==> config.mk <==
export PLATFORM = sky130hd
export DESIGN_NAME = kbt_ram
export DESIGN_NICKNAME = d
export VERILOG_FILES = /design/src/rtl/kbt_ram.sv
export SDC_FILE = /design/constraint.sdc
export NUM_CORES = 1
export LEC_CHECK = 0
export ABC_CLOCK_PERIOD_IN_PS = 2060
export BUFFER_PORTS_ARGS = -buffer_cell sky130_fd_sc_hd__buf_2
export CAP_MARGIN = 25
export CORE_ASPECT_RATIO = 0.6
export CORE_MARGIN = 5
export CORE_UTILIZATION = 60
export CTS_CLUSTER_SIZE = 14
export DETAILED_ROUTE_END_ITERATION = 8
export GPL_TIMING_DRIVEN = 0
export HOLD_SLACK_MARGIN = 0.1
export MAX_ROUTING_LAYER = met4
export PLACE_DENSITY = 0.87
export SLEW_MARGIN = 20
export SYNTH_ARGS = -nofsm -noshare
export SYNTH_HDL_FRONTEND = slang
export SYNTH_SLANG_ARGS = --single-unit
==> constraint.sdc <==
create_clock -name clk -period 2.06 [get_ports clk]
set_input_delay 0.412 -clock clk [delete_from_list [all_inputs] [get_ports clk]]
set_output_delay 0.412 -clock clk [all_outputs]
set_load 0.01 [all_outputs]
==> src/rtl/kbt_ram.sv <==
`default_nettype none
module kbt_ram #(
  parameter int WIDTH = 8,
  parameter int DEPTH = 16
) (
  input  wire logic                     clk,
  input  wire logic                     wr_en,
  input  wire logic [$clog2(DEPTH)-1:0] wr_addr,
  input  wire logic [WIDTH-1:0]         wr_data,
  input  wire logic                     rd_en,
  input  wire logic [$clog2(DEPTH)-1:0] rd_addr,
  output logic      [WIDTH-1:0]         rd_data
);

  logic [WIDTH-1:0] mem [DEPTH];

  always_ff @(posedge clk) begin
    if (wr_en) begin
      mem[wr_addr] <= wr_data;
    end
    if (rd_en) begin
      rd_data <= mem[rd_addr];
    end
  end

endmodule
`default_nettype wire

Yosys cells after proc, flatten, opt, wreduce, memory -nomap -nowiden --
Memory sizes are Yosys's and may differ from the RTL's. A register that Yosys moved wholly into a read port is not among the register bits. Index checks and enable logic that the tools add are counted.
Word-level totals: memories 1, output and inout bits 8, logic and storage cells 3, bits of input ports 19, flip-flop bits (word level) 0, memory bits (writable) 128
Memory list:
- mem | words 16, bits a word 8, read ports 1, clocked after memory_dff 1, write ports 1, line 15 | logic [WIDTH-1:0] mem [DEPTH];
Cells by class: multiplexer cells 2
Operators by type and width (count):
- 1-bit 2-to-1 mux | 2

Depth between registers and ports, before layout --
depth in word-level cells 2, mapped depth 5, depth with buffers taken out 3

Worst setup path before layout --
OpenSTA, ideal clock, no wires.
kind in2reg, from in wr_addr[2], to mem mem[0][0], enable pin, stages 2, arrival time 1.522 ns, path slack 0.155 ns, cells stage by stage or3b_2 > nor3_1
RTL lines:
- from (decl) | line 8 | input wire logic [$clog2(DEPTH)-1:0] wr_addr,
- to (decl) | line 15
No word-level cell before the write port.

Worst setup path in the final report --
from in wr_addr[2], to mem mem[2][1], enable pin
No word-level cell before the write port.

==> results.md <==
* Status: finished, final reports clean
* GR Overflow Total at 0
* RSZ-0062 raised after global routing: no
* Antenna diode count at 0
* Mapped Avg Cell Area at 22.8 sq um
* Detail-routed via count per cell at 6.45
* Peak VDD IR at 702 uV
* Fmax achieved at 569 MHz
* Cell variety after synth at 18
* Clock sink total at 136
* XOR/XNOR Fraction of Synth Area at 0
* Num rows at 26
* Slew at the pin closest to its max-slew limit at 0.963 ns
* Initial antenna violation count at 0
* Slack of the worst reg-to-reg path at 0.55 ns
* CP startpoint kind: input port
* CP max FO at 8
* Final min period at 1.76 ns
* Reg2reg end: rd_data[5]
* Synth top area share at 0.781
* Final wirelength at 10,800 microns
* DRT Pass-1 Iters at 5
* Total CTS buffers at 17
* Post-Route Utilization at 0.707
* Synth Cell Area at 5230 sq um
* Initial Utilization at 0.616
* PD cells at 986 nW/um^2
* Multiplexer share of the synthesized area at 0.148
* H-tree levels at 4
* Post-DR wirelength/cell at 27.0 microns
* DRC errors left at 0
* Layout cells sized above 1 at 0.280
* Leakage power total at 2.00 nW
* Min-Delay Path Depth at 1
* Worst setup margin at 0.303 ns
* Post-Place Setup Slack at -0.118 ns
* Post-DP HPWL at 6670 microns
* Slew Viols, Final at 0
* Largest net degree at the start of global routing at 17
* Area Overhead vs Synth at 14.9%
* Clk buf depth at 2
* Setup violators final at 0
* Hold EP: rd_data[6]
* Seq/Total Area, Yosys at 0.781
* Core area at 8490 sq um
* Chip width at 131 microns
* Clk_skew at 0.00546 ns
* Post-Syn Nets at 248
* Synth Instances at 229
* MaxCap Viol Count at 0
* Synth warnings at 0
* Vias in the first global route at 2,707
* CTS Root Cell: clkbuf_16
* Synth Register Bits at 136
* Die H at 82.3 microns
* Crit. End Element: register
* Worst Path Required at 2.09 ns
* Critical Path AT at 1.79 ns
* Yosys top cell by area: edfxtp_1
* Setup Buffers After CTS at 0
* Fin crit share at 0.853
* Die ar. at 10,700 sq um
* Main area contributors after synthesis: edfxtp_1, mux4_2, mux4_1
* CTS Hold Buffers Added at 0
* Clock Latency Late Sink at 0.41 ns
* Reg2Reg Launch Point: mem[1][5]
* Vias at 2,569
* Fin nets at 294
* Routed Antenna Nets at 0
* Worst r2r path cells at 3
* I/O pin cnt at 27
* Startpoint of the worst hold path: rd_en
* Critical path class: in -> reg
* Headroom to the max-slew limit at 0.356
* Global-route wire length before repair at 16,300 microns
* GP Congestion at 0.817
* GRT Total Usage at 0.234
* Compound-Gate Fraction of Synth Area at 0.0230
* Iteration-0 DRC Markers at 317
* Fillcell total at 482
* Post-synthesis adder-cell area fraction at 0
* Reg clk slew, reported paths at 0.05 ns
* Simple-Gate Fraction of Synth Area at 0.0314
* CTS tree: done
* Final hold violation count at 0
* Hold/Removal Path Class: in -> reg
* Port Buf Inserts at 25
* Main combinational cell family by area after synthesis: multiplexers
* Worst Setup SP: wr_addr[2]
* Post-cts gate resize count at 0
## worst max path at each step
stage               slack, ns   endpoint  cells after the start
floorplan                0.16  mem[0][0]                      2
global placement        -0.50  mem[0][7]                      3
detailed placement      -0.12  mem[2][0]                      3
CTS                      0.32  mem[2][0]                      3
global route             0.29  mem[2][2]                      3
finish                   0.30  mem[2][1]                      3
## Yosys cell counts (all sizes together)
cell type,number
nand2,9
nor2,13
clkdlybuf4s25,3
nand2b,2
buf,7
nor3,4
nand3,1
edfxtp,136
nor2b,1
and2b,1
nand3b,2
mux4,32
or3b,1
a22oi,16
and2,1
## flip-flops by register name (all words and copies together), names as in the netlist
name     count
rd_data      8
mem        128
## worst max-delay path: stages
cell and delay (ns):
buf_2 0.12, or3b_2 0.52, nor2_1 0.73
## through the flow
step	hold WS, ns	total power, mW	instance area (sq um)	cells	TNS [ns]
after floorplan	0.511	3.35	5230	229	0
after global placement	0.731	3.46	5490	366	-8.64
after detailed placement	0.741	3.48	5520	367	-3.11
after CTS	0.361	5.95	6000	397	0
after global routing	0.354	6.14	6010	398	0
final	0.373	5.92	6010	398	0
## power breakdown
| part | internal (mW) | switching [mW] |
|---|---|---|
| clock network | 1.49 | 1.00 |
| registers | 3.12 | 0.0161 |
| logic | 0.121 | 0.175 |
| total | 4.73 | 1.19 |
## layout make-up
type,count,area (sq um),share of cell area
clock inverter,8,33.8,0.00563
buffer,10,86.3,0.0144
sequential,136,4080,0.680
tap,112,140,0.0233
timing repair buffer,27,140,0.0233
clock buffer,22,444,0.0740
multi-input combinational,83,1080,0.179
## routing by layer
layer  track usage  vias to the layer above  routed length, microns
met5             -                        -                       0
met2         0.338                      156                    4850
li1              -                     1072                       -
met4        0.0811                        0                     238
met3        0.0739                       22                    1010
met1         0.322                     1319                    4660
## placed cells by master, fill, tap and decap left out
master	n
and2b_1	1
clkdlybuf4s25_2	3
buf_2	28
nand2_1	9
nor2_1	13
nand3_1	1
nand2b_1	2
and2_1	1
clkbuf_1	5
nand3b_1	2
clkbuf_16	17
buf_4	3
edfxtp_1	136
or3b_2	1
mux4_2	18
nor3_2	4
mux4_1	14
buf_6	3
nor2b_1	1
a22oi_1	16
clkinv_2	3
clkinv_1	5
## cell families (layout without fill, tap and decap cells)
kind of cell	after synthesis	after routing
AND/OR/NAND/NOR	35	35
flip-flops	136	136
multiplexers	32	32
buffers and inverters	10	67
AO/OA/AOI/OAI	16	16
Note: power is estimated with default switching activity, not from simulation.
