**config.mk**
```make
export PLATFORM = sky130hd
export DESIGN_NAME = kbt_fill
export DESIGN_NICKNAME = d
export VERILOG_FILES = /design/src/rtl/kbt_pkg.sv /design/src/rtl/kbt_ram.sv /design/src/rtl/kbt_fill.sv
export SDC_FILE = /design/constraint.sdc
export NUM_CORES = 1
export LEC_CHECK = 0
export BUFFER_PORTS_ARGS = -buffer_cell sky130_fd_sc_hd__clkbuf_2
export CAP_MARGIN = 20
export CORE_ASPECT_RATIO = 1.1
export CORE_MARGIN = 2
export CORE_UTILIZATION = 30
export DETAILED_ROUTE_END_ITERATION = 8
export GPL_TIMING_DRIVEN = 0
export PLACE_DENSITY = 0.54
export SLEW_MARGIN = 20
export SYNTH_ARGS = -nofsm -noshare
export SYNTH_HDL_FRONTEND = slang
export SYNTH_SLANG_ARGS = --single-unit
```
**constraint.sdc**
```tcl
create_clock -name clk -period 2.6 [get_ports clk]
set_input_delay 0.26 -clock clk [delete_from_list [all_inputs] [get_ports clk]]
set_output_delay 0.26 -clock clk [all_outputs]
set_load 0.03 [all_outputs]
```
**src/rtl/kbt_pkg.sv**
```systemverilog
`default_nettype none
package kbt_pkg;

  localparam int NUM_BUCKETS = 256;
  localparam int WORD_W      = 64;
  localparam int ID_W        = 4 * WORD_W;
  localparam int ENTRY_W     = ID_W + 2 * WORD_W;

  typedef enum logic [1:0] {
    CMD_INSERT = 2'd0,
    CMD_REMOVE = 2'd1,
    CMD_QUERY  = 2'd2,
    CMD_READ   = 2'd3
  } cmd_t;

  typedef enum logic [1:0] {
    ST_OK       = 2'd0,
    ST_SELF     = 2'd1,
    ST_FULL     = 2'd2,
    ST_NOTFOUND = 2'd3
  } status_t;

  typedef enum logic [3:0] {
    S_IDLE,
    S_FIND,
    S_BASE,
    S_FILL_WAIT,
    S_SRCH_RD,
    S_SRCH_CMP,
    S_DECIDE,
    S_SH_RD,
    S_SH_WR,
    S_WR_NEW,
    S_ENT_WAIT,
    S_FIN
  } state_t;

  // request from the sequencer to the per-bucket fill table
  typedef struct packed {
    logic       rd_en;
    logic       wr_en;
    logic [7:0] bkt;
  } fill_req_t;

  // position of the highest set bit, halving search
  function automatic logic [5:0] msb64(input logic [63:0] x);
    logic [63:0] v;
    logic [5:0]  p;
    v = x;
    p = '0;
    if (v[63:32] != '0) begin p[5] = 1'b1; v = v >> 32; end
    if (v[31:16] != '0) begin p[4] = 1'b1; v = v >> 16; end
    if (v[15:8]  != '0) begin p[3] = 1'b1; v = v >> 8;  end
    if (v[7:4]   != '0) begin p[2] = 1'b1; v = v >> 4;  end
    if (v[3:2]   != '0) begin p[1] = 1'b1; v = v >> 2;  end
    if (v[1])           begin p[0] = 1'b1; end
    return p;
  endfunction

endpackage
`default_nettype wire

```
**src/rtl/kbt_ram.sv**
```systemverilog
`default_nettype none
module kbt_ram #(
  parameter int WIDTH = 8,
  parameter int DEPTH = 16
) (
  input  wire logic                     clk,
  input  wire logic                     wr_en,
  input  wire logic [$clog2(DEPTH)-1:0] wr_addr,
  input  wire logic [WIDTH-1:0]         wr_data,
  input  wire logic                     rd_en,
  input  wire logic [$clog2(DEPTH)-1:0] rd_addr,
  output logic      [WIDTH-1:0]         rd_data
);

  logic [WIDTH-1:0] mem [DEPTH];

  always_ff @(posedge clk) begin
    if (wr_en) begin
      mem[wr_addr] <= wr_data;
    end
    if (rd_en) begin
      rd_data <= mem[rd_addr];
    end
  end

endmodule
`default_nettype wire

```
**src/rtl/kbt_fill.sv**
```systemverilog
`default_nettype none
module kbt_fill import kbt_pkg::*; #(
  parameter int FW = 5
) (
  input  wire logic          clk,
  input  wire logic          rst_n,
  input  wire fill_req_t     req,
  input  wire logic [FW-1:0] wr_fill,
  output logic      [FW-1:0] rd_fill
);

  logic [NUM_BUCKETS-1:0] vld_r;
  logic                   vld_q_r;
  logic [FW-1:0]          ram_q;

  kbt_ram #(.WIDTH(FW), .DEPTH(NUM_BUCKETS)) u_ram (
    .clk     (clk),
    .wr_en   (req.wr_en),
    .wr_addr (req.bkt),
    .wr_data (wr_fill),
    .rd_en   (req.rd_en),
    .rd_addr (req.bkt),
    .rd_data (ram_q)
  );

  // a bucket never written reads as empty
  always_ff @(posedge clk) begin
    if (!rst_n) begin
      vld_r   <= '0;
      vld_q_r <= 1'b0;
    end else begin
      if (req.wr_en) begin
        vld_r[req.bkt] <= 1'b1;
      end
      if (req.rd_en) begin
        vld_q_r <= vld_r[req.bkt];
      end
    end
  end

  assign rd_fill = vld_q_r ? ram_q : '0;

endmodule
`default_nettype wire

```
# After elaboration in Yosys (flattened, before gate mapping)
# Memories as Yosys holds them, arrays and structs flattened. A register that Yosys moved wholly into a read port is not among the register bits.
# Cells that the tools add are included.
[totals]
register_bits = 257
mem_bits_rw = 1280
in_bits = 17
wordCells = 14
n_memories = 1
[op_classes]
n_lt_le_gt_ge = 2
muxes = 7
bitwise_logic = 1
n_reduce_logical = 1
[memory_table]
columns = ["memory", "depth", "word_bits", "read_ports", "rd_clocked_by_memory_dff", "wr", "line_no", "text"]
rows = [
  ["u_ram.mem", 256, 5, 1, 1, 1, "kbt_ram.sv:15", "logic [WIDTH-1:0] mem [DEPTH];"],
]
[ops]
columns = ["op", "count"]
rows = [
  ["$or 256x256->256", 1],
  ["$lt 8x9->1 const B", 1],
  ["$bmux 1 s8", 1],
  ["$demux 1 s8", 1],
  ["$ge 8x1->1 const B", 1],
  ["$mux 5", 1],
  ["$mux 1", 4],
  ["$logic_and 1x1->1", 1],
]

# Longest topological paths before layout
# Gate-level depths: netlist of run 1.
[depth]
ltp_word = 5
depth_mapped = 12
mapped_depth_nobuf = 6

# Modules after synthesis
# Synthesis of run 1 repeated with hierarchy kept, for this count alone.
[unflattened]
cells_unflattened = 3615
area_unflattened_um2 = 61356.3
[modules_own_cells]
columns = ["module", "n_inst", "cells_per_inst", "area_each_um2"]
rows = [
  ["kbt_ram", 1, 2497, 50334.5],
  ["kbt_fill", 1, 1118, 11021.8],
]

# Worst setup path before layout of run 1
# No wires, ideal clock.
[synth_path]
path_type = "input to register"
start = "input req[1] (netlist name)"
end = "register u_ram.rd_data[0], read port of u_ram.mem, data pin"
setup_ps = 268
arrival_ps = 2454
required_ps = 2332
setup_slack_ps = -122
path_stages = 8
path_buffers = 4
cell_sequence = "buf_2 -> buf_2 -> clkbuf_1 -> buf_1 -> mux4_2 -> mux4_2 -> a211oi_1 -> nand4_1"
[synth_lines]
columns = ["item", "line_no", "text"]
rows = [
  ["start, declared", "kbt_fill.sv:7", "input wire fill_req_t req,"],
  ["end, declared", "kbt_ram.sv:12", "output logic [WIDTH-1:0] rd_data"],
]

==> results_dict.tcl, run 1 <==
set metrics [dict create \
    status "finished, violations left" \
    violations "setup timing" \
    avgRoutedWirePerCell_microns 38.0 \
    intPower_uw 41000 \
    grt_pass1_vias 33200 \
    finalWirelength_mm 229 \
    hold_path_end "vld_r[12]$_SDFFE_PN0P_" \
    cts_tree "yes" \
    required_ns 3.17 \
    core_area_sq_um 197000 \
    worst_pin_slew_ns 1.17 \
    clk_path_buf_depth 3 \
    synth_xor_area_share_pct 0 \
    period_minus_slack_ns 2.71 \
    ys_warn_count 0 \
    ir_worst_vdd_mv 0.683 \
    syn_inst 3049 \
    synth_cell_types 51 \
    yosys-top-cells-count "edfxtp_1 (1285), mux4_2 (420), o21a_1 (258)" \
    row_count 171 \
    leakagePower_uw 0.0224 \
    setup_tns_ns -2.65 \
    cp-start-kind "flip-flop" \
    cts_buffers 156 \
    pwr_density_cell_nw_per_um2 745 \
    ys.flop_type "edfxtp_1" \
    regToRegStartpoint "u_ram.mem[135][4]$_DFFE_PP_" \
    worst_clock_skew_ns 0.0459 \
    setup_violations 83 \
    drtAntennaViolNets 0 \
    path_clk_slew_ns 0.06 \
    die_w_microns 429 \
    clockRootBuffer "clkbuf_16" \
    slew_violations 0 \
    start_util_pct 30.2 \
    cp_max_fo 1 \
    worstPathArrival_ns 3.28 \
    utilization_pct 36.4 \
    power_frac_comb_pct 6.9 \
    dieHeight_microns 471 \
    fin_crit_sh_pct 104 \
    hold_start "rst_n" \
    clk_latency_ns 0.83 \
    io_pins 22 \
    hold_violations 0 \
    synth_compound_area_share_pct 4.83 \
    drtIter0Drc 5624 \
    place_area_sq_um 63800 \
    yosysSeqAreaShare_pct 73.4 \
    synthAdderAreaFrac_pct 0 \
    final_layout_size_suffix_gt1_share_pct 33.9 \
    rr_worst_depth 6 \
    worst_slack_ns -0.109 \
    min_path_cells 3 \
    num_vias 34300 \
    syn-num-nets 3066 \
    synth_edf_count 1285 \
    cap_violations 0 \
    r2r_end "u_ram.rd_data[4]$_DFFE_PP_" \
    viasPerCell 5.70 \
    nets 3308 \
    synth_area_sq_um 59600 \
    yosys.area_share.simple_pct 3.15 \
    clock_power_share_pct 43.0 \
    drc 0 \
    timing.hold.worst.class "input port to flip-flop" \
    p_sw_share_pct 23.5 \
    yosysTopAreaCellShare_pct 64.8 \
    antenna_found_initial 9 \
    die-area_sq_um 202000 \
    max_clock_freq_mhz 369 \
    synth_mux_area_share_pct 16.9 \
    p_sw_uw 12600 \
    grt_setup_unrepaired "true" \
    htree_num_levels 4 \
    crit_type "flip-flop to flip-flop" \
    grt_use_total_pct 22.4 \
    grt_overflow 0 \
    synth_async_sr_flop_share_pct 0 \
    maxSlewHeadroom_pct 22.1 \
    cp-end-kind "flip-flop" \
    ys_ff_latch 1542 \
    p_seq_share_pct 50.0 \
    clock_sinks 1542 \
    dr.pass1.iters 7 \
    grt_max_degree 117 \
    post-synth-top-count-cell "edfxtp_1" \
    grt_pass1_wl_mm 303 \
    synth_top_family_by_area "multiplexers" \
    dp_hpwl_mm 150 \
    avgSynthCellArea_sq_um 19.5 \
    synth_largest_area_cell "edfxtp_1" \
    final_cell_area_sq_um 71900 \
    place.port_buffers 16 \
    syn2layout_area_growth_pct 20.7 \
    gp_congestion 0.977 \
    r2r_slack_ns -0.11 \
    netlist_top_cells_area "edfxtp_1 (65%), mux4_2 (16%), dfxtp_1 (8.6%), o21a_1 (3.3%), nor2_1 (1.6%)" \
]
[sequential cells by signal, summed over array words and instances, names as in the netlist]
register,cells
vld_r,256
vld_q_r,1
u_ram.rd_data,5
u_ram.mem,1280
[worst max path at each step]
stage                                           start                          end  slack [ns]  depth (start not counted)
final                     u_ram.mem[135][4]$_DFFE_PP_   u_ram.rd_data[4]$_DFFE_PP_       -0.11                          6
after global routing      u_ram.mem[135][4]$_DFFE_PP_   u_ram.rd_data[4]$_DFFE_PP_       -0.06                          6
after CTS                  u_ram.mem[15][4]$_DFFE_PP_   u_ram.rd_data[4]$_DFFE_PP_       -0.04                          5
after detailed placement                       req[1]  u_ram.mem[111][4]$_DFFE_PP_       -3.58                          9
after global placement                         req[1]  u_ram.mem[111][4]$_DFFE_PP_       -4.04                          8
after floorplan                                req[0]   u_ram.rd_data[4]$_DFFE_PP_      -0.004                          8
[metal layers]
| layer | vias to the layer above | track usage [%] | share of wire (%) |
|---|---|---|---|
| li1 | 13000 | - | - |
| met1 | 18600 | 28.1 | 37 |
| met2 | 2236 | 35.1 | 46 |
| met3 | 545 | 5.24 | 9.9 |
| met4 | 2 | 13.7 | 6.8 |
| met5 | - | 0 | 0.0052 |
[placed cells by master, fill, tap and decap left out, types with 22 or more instances in the layout]
cell and instances:
a21oi_1 22, a22oi_1 48, buf_12 35, buf_16 28
buf_4 51, buf_6 34, clkbuf_1 95, clkbuf_16 161
clkbuf_2 33, clkbuf_8 30, clkinv_1 22, dfxtp_1 257
edfxtp_1 1285, mux2i_1 47, mux4_2 420, nand2_1 41
nor2_1 56, nor2_2 99, nor2_4 95, nor3_4 31
o21a_1 258
[logic make-up (layout without fill, tap and decap cells)]
logic type,Yosys count,in the layout
multiplexers,478,478
other,0,3
buffers and inverters,207,581
flip-flops,1542,1542
AO/OA/AOI/OAI,392,392
AND/OR/NAND/NOR,430,430
[critical path: stages (launching register included)]
cell and delay, ns:
edfxtp_1 0.36, mux4_2 0.52, mux4_2 0.49, nor2b_1 0.16, a31oi_2 0.27, nand3_2 0.20, or4_4 0.45
[power by group through the flow]
stage / Sequential (uW) / Clock, uW / Combinational, uW
2_1_floorplan: 27300 / 0 / 1370
3_3_place_gp: 27500 / 0 / 3150
3_5_place_dp: 27300 / 0 / 3300
4_1_cts: 26800 / 23200 / 3600
5_1_grt: 26800 / 24100 / 3700
6_report: 26800 / 23100 / 3720
[stage by stage]
stage                     hold WS [ns]  setup slack [ns]  total power, uW  cells
after floorplan                  0.359          -0.00405            28700   3049
after global placement           0.441             -4.04            30600   5660
after detailed placement         0.449             -3.58            30600   5690
final                            0.200            -0.109            53600   6021
after global routing             0.185           -0.0646            54600   6019
after CTS                        0.104           -0.0381            53600   6013
[layout make-up]
| cell class | count | area [sq um] |
|---|---|---|
| clock inverters | 71 | 806 |
| inverters | 5 | 27.5 |
| fillers | 18200 | 125000 |
| repair buffers | 88 | 1230 |
| well taps | 2595 | 3250 |
| flip-flops and latches | 1542 | 43700 |
| clock buffers | 219 | 4410 |
| diodes | 3 | 7.51 |
| plain buffers | 198 | 1950 |
| multi-input cells | 1300 | 16500 |
[timing repair]
action	CTS	global route
cloned	0	0
pin swaps	16	6
setup buffers	30	6
endpoints found under the setup margin	1542	243
gates resized for setup	612	49
hold buffers	6	0
hold endpoints to repair	205	0
Note: power is estimated with default switching activity, not from simulation.
==> run 2, diff against run 1 <==
--- a/config.mk
+++ b/config.mk
@@ -12,6 +12,7 @@
 export CORE_UTILIZATION = 30
 export DETAILED_ROUTE_END_ITERATION = 8
 export GPL_TIMING_DRIVEN = 0
+export MAX_ROUTING_LAYER = met4
 export PLACE_DENSITY = 0.54
 export SLEW_MARGIN = 20
 export SYNTH_ARGS = -nofsm -noshare
==> run 2 against run 1 <==
The flow still finishes with violations (setup timing). Die area stayed put. Sequential share of layout area rose by 0.056 points. Global-route usage increased by 0.68 points. Core utilization about the same.
==> results_dict.tcl, run 2 (synthesis gave the netlist of run 1 again) <==
set metrics [dict create \
    status "finished, violations left" \
    violations "setup timing" \
    cts_buffers 156 \
    cp-start-kind "input port" \
    setup_violations 169 \
    avgRoutedWirePerCell_microns 38.0 \
    grt_use_total_pct 23.1 \
    nets 3302 \
    grt_setup_unrepaired "true" \
    ir_worst_vdd_mv 0.676 \
    timing.hold.worst.class "input port to flip-flop" \
    reg_top3 "u_ram.mem (1280), vld_r (256), u_ram.rd_data (5)" \
    io_pins 22 \
    setup.worst_path.end "u_ram.mem[212][3]$_DFFE_PP_" \
    whs_ns 0.189 \
    nFillCells 18200 \
    grt_pass1_wl_mm 303 \
    fin_crit_sh_pct 103 \
    drtAntennaViolNets 0 \
    final_common_cell "edfxtp_1" \
    p_sw_uw 12600 \
    num_vias 34400 \
    place_ws_ns -3.58 \
    gp_congestion 0.996 \
    r2r_slack_ns -0.06 \
    top_register "u_ram.mem" \
    htree_num_levels 4 \
    worst_clock_skew_ns 0.0509 \
    path_clk_slew_ns 0.06 \
    leakagePower_uw 0.0224 \
    r2r_end "u_ram.rd_data[4]$_DFFE_PP_" \
    drc 0 \
    mostFrequentLayoutCells "edfxtp_1 (1285), mux4_2 (420), o21a_1 (258)" \
    slew_violations 0 \
    viasPerCell 5.71 \
    maxSlewHeadroom_pct 23.8 \
    worstPathArrival_ns 3.17 \
    power_frac_comb_pct 6.9 \
    crit_type "input port to flip-flop" \
    final_layout_size_suffix_gt1_share_pct 33.7 \
    dieHeight_microns 471 \
    cp-end-kind "flip-flop" \
    regToRegStartpoint "u_ram.mem[135][4]$_DFFE_PP_" \
    multiInputGateArea_sq_um 16400 \
    pwr_density_cell_nw_per_um2 746 \
    grt_pass1_vias 33200 \
    finalWirelength_mm 229 \
    place.port_buffers 16 \
    rr_worst_depth 6 \
    antenna_found_initial 9 \
    grt_max_degree 117 \
    startpoint "req[4]" \
    grt_overflow 0 \
    cp_max_fo 10 \
    drtIter0Drc 5660 \
    register_area_sq_um 43700 \
    die_w_microns 429 \
    worst_pin_slew_ns 1.14 \
    intPower_uw 41000 \
    row_count 171 \
    clk_latency_ns 0.84 \
    dr.pass1.iters 8 \
    clock_power_share_pct 43.0 \
    clk_path_buf_depth 3 \
    start_util_pct 30.2 \
    p_sw_share_pct 23.5 \
    required_ns 3.08 \
    die-area_sq_um 202000 \
    clockRootBuffer "clkbuf_16" \
    max_clock_freq_mhz 372 \
    largest_reg_flops 1280 \
    hold_start "rst_n" \
    hold_violations 0 \
    cts_tree "yes" \
    period_minus_slack_ns 2.69 \
    worst_slack_ns -0.0880 \
    cap_violations 0 \
    dp_hpwl_mm 150 \
    syn2layout_area_growth_pct 20.6 \
    p_seq_share_pct 50.0 \
    core_area_sq_um 197000 \
    clock_sinks 1542 \
]
==> run 2: cell count changes in the layout (fill, tap and decap cells not counted), sizes merged <==
cell / before / now
buf: 170 / 165
diode: 3 / 5
clkbuf: 329 / 328
==> run 2: critical path, stage by stage <==
cell and delay (ns):
clkbuf_2 0.18, clkbuf_1 0.60, nand4b_1 1.00, clkbuf_1 0.61, nor2_2 0.49
==> run 2: layer usage <==
metal / vias to the layer above / GRT usage, % / wire length (microns)
met5: - / - / 0
met4: 0 / 14.0 / 15600
met3: 584 / 5.45 / 22700
met2: 2218 / 35.0 / 106000
met1: 18600 / 28.0 / 84700
li1: 13000 / - / -
==> run 2: how the worst min path moves through the flow <==
stage / endpoint / cells past startpoint
floorplan: u_ram.mem[0][0]$_DFFE_PP_ / 0
global placement: vld_r[77]$_SDFFE_PN0P_ / 1
detailed placement: vld_r[45]$_SDFFE_PN0P_ / 1
CTS: vld_q_r$_SDFFE_PN0P_ / 4
global route: vld_q_r$_SDFFE_PN0P_ / 4
finish: vld_r[12]$_SDFFE_PN0P_ / 3
==> run 2: metrics by stage <==
step                      power (uW)  cell area (sq um)  utilization [%]   TNS, ns  instances
after floorplan                28700              59600                -    -0.139       3049
after CTS                      53600              71600             36.3   -0.0705       6013
after global routing           54600              71800             36.4   -0.0631       6015
after global placement         30600              62900             31.9  -7526.85       5660
final                          53600              71800             36.4     -5.26       6017
after detailed placement       30600              63800             32.3  -3972.47       5690
==> run 2: cell type report <==
class                   count  share of cell area, %
well taps                2595                   4.52
clock buffers             219                   6.14
inverters                   5                 0.0383
multi-input cells        1300                   22.9
plain buffers             198                   2.77
repair buffers             82                   1.63
flip-flops and latches   1542                   60.9
clock inverters            71                   1.12
diodes                      5                 0.0174
==> run 2: what timing repair did <==
| item | CTS | global route |
|---|---|---|
| gates resized for setup | 612 | 46 |
| setup endpoints to repair | 1542 | 234 |
| buffers inserted | 30 | 0 |
| pin swaps | 16 | 4 |
| hold buffers | 6 | 0 |
| hold endpoints to repair | 205 | 0 |
==> run 2: power groups by stage <==
stage               combinational (uW)  sequential [uW]  clock, uW
floorplan                         1370            27300          0
global placement                  3150            27500          0
detailed placement                3300            27300          0
CTS                               3600            26800      23200
global route                      3700            26800      24100
finish                            3710            26800      23100
